--- src/sv/chbc_pkg.sv ---
package chbc_pkg;

  typedef enum logic [1:0] {
    CMD_CLEAR  = 2'd0,
    CMD_RECORD = 2'd1,
    CMD_READ   = 2'd2,
    CMD_NONE   = 2'd3
  } cmd_e;

  localparam int unsigned CmdW    = 2;
  localparam int unsigned PcW     = 64;
  localparam int unsigned IndexW  = 12;
  localparam int unsigned CountW  = 8;

  localparam logic [63:0] MIX_MULT    = 64'hff51afd7ed558ccd;
  localparam logic [31:0] MIX_MULT_LO = MIX_MULT[31:0];
  localparam logic [31:0] MIX_MULT_HI = MIX_MULT[63:32];
  localparam int unsigned MixShiftA   = 33;
  localparam int unsigned MixShiftB   = 29;

  localparam logic [CountW-1:0] COUNT_MAX = 8'd255;

endpackage

--- src/sv/chbc_hash.sv ---
module chbc_hash #(
  parameter int unsigned NUM_BUCKETS = 4000
) (
  input  logic                               clk_i,
  input  logic                               rst_ni,
  input  logic                               start_i,
  input  logic [chbc_pkg::PcW-1:0]           pc_word_i,
  output logic                               done_o,
  output logic [$clog2(NUM_BUCKETS)-1:0]     bucket_o
);
  import chbc_pkg::*;

  localparam int unsigned AW = $clog2(NUM_BUCKETS);
  localparam int unsigned RW = AW + 1;
  localparam logic [RW-1:0] NUM_R = RW'(NUM_BUCKETS);
  localparam int unsigned DigitW = 16;
  localparam int unsigned ModSteps = PcW / DigitW;
  localparam int unsigned SW = $clog2(ModSteps);
  localparam logic [31:0] Recip = 32'(64'h1_0000_0000 / 64'(NUM_BUCKETS));
  localparam logic [31:0] NumQ = 32'(NUM_BUCKETS);

  typedef enum logic [8:0] {
    H_IDLE = 9'b000000001,
    H_MLO  = 9'b000000010,
    H_MX1  = 9'b000000100,
    H_MX2  = 9'b000001000,
    H_SUM  = 9'b000010000,
    H_DMUL = 9'b000100000,
    H_DSUB = 9'b001000000,
    H_DFIX = 9'b010000000,
    H_DONE = 9'b100000000
  } hstate_e;

  hstate_e            state_q, state_d;
  logic [PcW-1:0]     x_q, x_d;
  logic [63:0]        p_q, p_d;
  logic [31:0]        c_q, c_d;
  logic [AW-1:0]      r_q, r_d;
  logic [SW-1:0]      step_q, step_d;
  logic [DigitW-1:0]  q_q, q_d;
  logic [RW-1:0]      e_q, e_d;

  logic [31:0]    mul_a, mul_b;
  logic [63:0]    prod;
  logic [63:0]    h_sum;
  logic [RW-1:0]  t;
  logic [31:0]    dig_v;
  logic [31:0]    qn;
  logic [31:0]    rem_w;

  // remainder taken one 16-bit digit at a time; the quotient estimate is low by at most one
  assign dig_v = {DigitW'(r_q), x_q[PcW-1 -: DigitW]};
  assign mul_a = (state_q == H_MX1)  ? x_q[63:32] :
                 (state_q == H_DMUL) ? dig_v : x_q[31:0];
  assign mul_b = (state_q == H_MX2)  ? MIX_MULT_HI :
                 (state_q == H_DMUL) ? Recip : MIX_MULT_LO;
  assign prod  = mul_a * mul_b;
  assign h_sum = p_q + {c_q, 32'd0};
  assign qn    = 32'(q_q) * NumQ;
  assign rem_w = dig_v - qn;

  always_comb begin
    state_d = state_q;
    x_d     = x_q;
    p_d     = p_q;
    c_d     = c_q;
    r_d     = r_q;
    step_d  = step_q;
    q_d     = q_q;
    e_d     = e_q;
    t       = '0;
    unique case (state_q)
      H_IDLE: begin
        if (start_i) begin
          x_d     = pc_word_i ^ (pc_word_i >> MixShiftA);
          state_d = H_MLO;
        end
      end
      H_MLO: begin
        p_d     = prod;
        state_d = H_MX1;
      end
      H_MX1: begin
        c_d     = prod[31:0];
        state_d = H_MX2;
      end
      H_MX2: begin
        c_d     = c_q + prod[31:0];
        state_d = H_SUM;
      end
      H_SUM: begin
        x_d     = h_sum ^ (h_sum >> MixShiftB);
        r_d     = '0;
        step_d  = '0;
        state_d = H_DMUL;
      end
      H_DMUL: begin
        q_d     = prod[32 +: DigitW];
        state_d = H_DSUB;
      end
      H_DSUB: begin
        e_d     = rem_w[RW-1:0];
        state_d = H_DFIX;
      end
      H_DFIX: begin
        t      = (e_q >= NUM_R) ? e_q - NUM_R : e_q;
        r_d    = t[AW-1:0];
        x_d    = x_q << DigitW;
        step_d = step_q + SW'(1);
        if (step_q == SW'(ModSteps - 1)) begin
          state_d = H_DONE;
        end else begin
          state_d = H_DMUL;
        end
      end
      H_DONE: begin
        state_d = H_IDLE;
      end
      default: begin
        state_d = H_IDLE;
      end
    endcase
  end

  always_ff @(posedge clk_i or negedge rst_ni) begin
    if (!rst_ni) begin
      state_q <= H_IDLE;
      step_q  <= '0;
    end else begin
      state_q <= state_d;
      step_q  <= step_d;
    end
  end

  always_ff @(posedge clk_i) begin
    x_q <= x_d;
    p_q <= p_d;
    c_q <= c_d;
    r_q <= r_d;
    q_q <= q_d;
    e_q <= e_d;
  end

  assign done_o   = (state_q == H_DONE);
  assign bucket_o = r_q;

endmodule

--- config.mk ---
export PLATFORM = sky130hd
export DESIGN_NAME = chbc_hash
export DESIGN_NICKNAME = d
export VERILOG_FILES = /design/src/sv/chbc_pkg.sv /design/src/sv/chbc_hash.sv
export SDC_FILE = /design/constraint.sdc
export NUM_CORES = 2
export LEC_CHECK = 0
export ABC_AREA = 0
export BUFFER_PORTS_ARGS = -buffer_cell sky130_fd_sc_hd__buf_4
export CAP_MARGIN = 0
export CORE_UTILIZATION = 50
export CTS_CLUSTER_SIZE = 20
export DETAILED_ROUTE_END_ITERATION = 16
export GPL_TIMING_DRIVEN = 0
export PLACE_DENSITY = 0.71
export SLEW_MARGIN = 30
export SYNTH_ARGS = -nofsm -noshare
export SYNTH_HDL_FRONTEND = slang
export SYNTH_SLANG_ARGS = --single-unit
--- constraint.sdc ---
create_clock -name clk_i -period 19.4 [get_ports clk_i]
set_clock_uncertainty 0.2 [all_clocks]
set_input_delay 3.88 -clock clk_i [delete_from_list [all_inputs] [get_ports clk_i]]
set_output_delay 3.88 -clock clk_i [all_outputs]
set_load 0.03 [all_outputs]
==> impl_results.md <==
* Mapped Cells at 3,845
* Crit Path Class: flip-flop to flip-flop
* Global route total overflow at 0
* Post-Synth XOR/XNOR Area at 4.89%
* IO Count at 80
* Worst setup EP type: flip-flop
* Fin Setup TNS at 0 ns
* Core Area at 76,100 um2
* Hold Vio Cnt, Final at 0
* # clock sinks at 204
* Worst slew pin tran at 1.16 ns
* Gates resized, CTS repair at 0
* Worst path max stage delay at between 0.7 and 0.8 ns
* Core Rows at just over 100
* Largest net degree at the start of global routing at between 40 and 50
* Most frequent cells in the layout: inv_1, fa_1, ha_1, nand2_1, edfxtp_1
* Initial antenna violation count at 4
* Synth top area share at 35.5%
* WL/cell at roughly 25 um
* Post-route ant nets at 0
* Share of layout cells above drive strength 1 at under 10%
* H-tree depth at 1
* Vias per inst at 5.63
* Synth area leader: fa_1
* Fin crit period at approximately 13 ns
* Clk_lat worst skew at 0.54 ns
* Post-Place Worst Slack at 6.58 ns
* Reg clk slew, reported paths at 0.07 ns
* Die span in y at 280 um
* Width of the die at ~280 um
* Final-report setup violation count at 0
* Element type at the critical path start: flip-flop
* Largest family of logic cells by synthesized area: adder cells
* First-pass GRT wire length at 186 mm
* Setup ws final at between 6 and 7 ns
* Multiplexer share of the synthesized area at 0.0973%
* Mapped Avg Cell Area at 10.0 um2
* Part of the cycle the worst path needs at 67.2%
* Hold Buf Count CTS at 0
* IO buf count at 79
* TritonCTS Buffers at 20
* Adder-cell share of the synthesized area at a little over half
* Ranking of synthesized cells by area: fa_1, ha_1, edfxtp_1, inv_1, xnor2_1
* Diode count at 0
* RSZ-0062 raised after global routing: false
* Syn. warnings at 0
* Crit path required time at roughly 19 ns
* Placed instance area at 40,600 um2
* Initial core utilization at between 50% and 60%
* Worst Hold Class: flip-flop to flip-flop
* Max clock buf depth at 3
* Via count at 28,100
* Vias in the first global route at about 29,000
* Die area at ~80,000 um2
* CP arrival at ~13 ns
* FMAX at about 0.077 GHz
* Gpl congestion at 1.03
* Yosys reg bits at just over 200
* Slowest-stage cell, CP: clkbuf_1
* Post-Synthesis Cell Area at 38,600 um2
* Setup bufs post-CTS at 0
* Initial DRT Pass Iterations at 5
* Async set-reset flop share out of synthesis at 5.39%
* Gr usage total at about a third
* Number of synthesized flops with an enable pin at 193
* Post-DP HPWL at 110 mm
* CP most frequent cell: fa_1
* Main synth FF type: edfxtp_1
* Crit Path Max Fanout at 10
* Status: completed
* Slew headroom at 22.7%
* Clk root buf: clkbuf_16
* Routed WL at 125 mm
* DR iter-0 viols at 3,051
* Synthesized-area fraction occupied by and/or/nand/nor cells at under 10%
* Synth-to-layout area growth at 7.15%
* MaxCap Viol Count at 0
* Residual DRC at 0
* Distinct cells, synth at 75
* TritonCTS clock tree: built
* Post-Layout Inst Area at 41,300 um2
* Most common cell after layout, fill and taps aside: inv_1
* Sequential element share of the synthesized area at 15.7%
* Max-slew violations at 0
* # nets final at approximately 5,200
* Complex-gate fraction of the synthesized area at 10.3%
[cell type report]
type | instances | area (um2)
buffer | 100 | 392
clock buffer | 22 | 518
clock inverter | 14 | 146
fill | 6962 | 34800
inverter | 963 | 3610
multi-input combinational | 2581 | 28600
sequential | 204 | 6070
tap | 1030 | 1290
timing repair buffer | 85 | 681
[worst paths after layout]
path | startpoint | endpoint | slack (ns) | cells past startpoint
setup / recovery | state_q[0] | c_q[30] | 6.36 | 38
min in group asynchronous | rst_ni | step_q[0] | 2.99 | 1
hold reg to reg | step_q[1] | step_q[1] | 0.32 | 2
hold / removal | step_q[1] | step_q[1] | 0.32 | 2
setup reg to reg | state_q[0] | c_q[30] | 6.36 | 38
max in group asynchronous | rst_ni | state_q[0] | 15.78 | 1
[metal layers]
| layer | vias up | GRT usage, % | routed length [um] | part of all wire, % |
|---|---|---|---|---|
| met5 | - | 0 | 19 | 0.015 |
| met4 | 4 | 14.1 | 6410 | 5.1 |
| met3 | 269 | 6.29 | 12500 | 10 |
| met2 | 1359 | 50.5 | 55200 | 44 |
| met1 | 14100 | 46.0 | 51200 | 41 |
| li1 | 12400 | - | - | - |
[flip-flops by register name, indices dropped and copies added (netlist names)]
name / flops
c_q: 32
e_q: 13
step_q: 2
p_q: 64
bucket_o: 12
x_q: 64
state_q: 9
q_q: 8
[critical path, delay by kind of cell (launching register included)]
family | cells | cell delay [ns]
adder cells (fa/ha/maj) | 10 | 4.50
buffers and inverters | 11 | 3.41
AO/OA/AOI/OAI | 8 | 2.08
AND/OR/NAND/NOR | 7 | 1.46
XOR/XNOR | 2 | 0.62
flip-flops | 1 | 0.52
[kinds of logic (layout without fill, tap and decap cells)]
| family | count (synthesis) | after routing |
|---|---|---|
| AOI/OAI and AO/OA | 617 | 617 |
| xor gates and xnor gates | 212 | 212 |
| adders and majority gates | 1200 | 1200 |
| buffers and inverters | 1063 | 1184 |
| DFF | 204 | 204 |
| muxes | 3 | 3 |
| other | 2 | 5 |
| and+or+nand+nor | 544 | 544 |
[synth_stat cells (all sizes together) (17+ instances only)]
cell type / number
o21bai: 27
edfxtp: 193
fa: 684
a22oi: 53
xor2: 105
nand2: 214
a21o: 108
o21ai: 156
ha: 516
nand3: 40
xnor2: 105
and3: 17
a21boi: 26
a21oi: 145
clkbuf: 92
nor2: 163
inv: 962
nor3: 20
[stage by stage]
stage	std cells	hold slack, ns	util, %
final	4999	0.319	54.3
after global routing	4999	0.333	54.3
after CTS	4998	0.317	54.3
after detailed placement	4962	0.304	53.4
after floorplan	3848	0.242	-
after global placement	4957	0.285	53.2
Power is not shown: default switching activity piles up to over one toggle a cycle in this logic, so the estimate is an artifact.
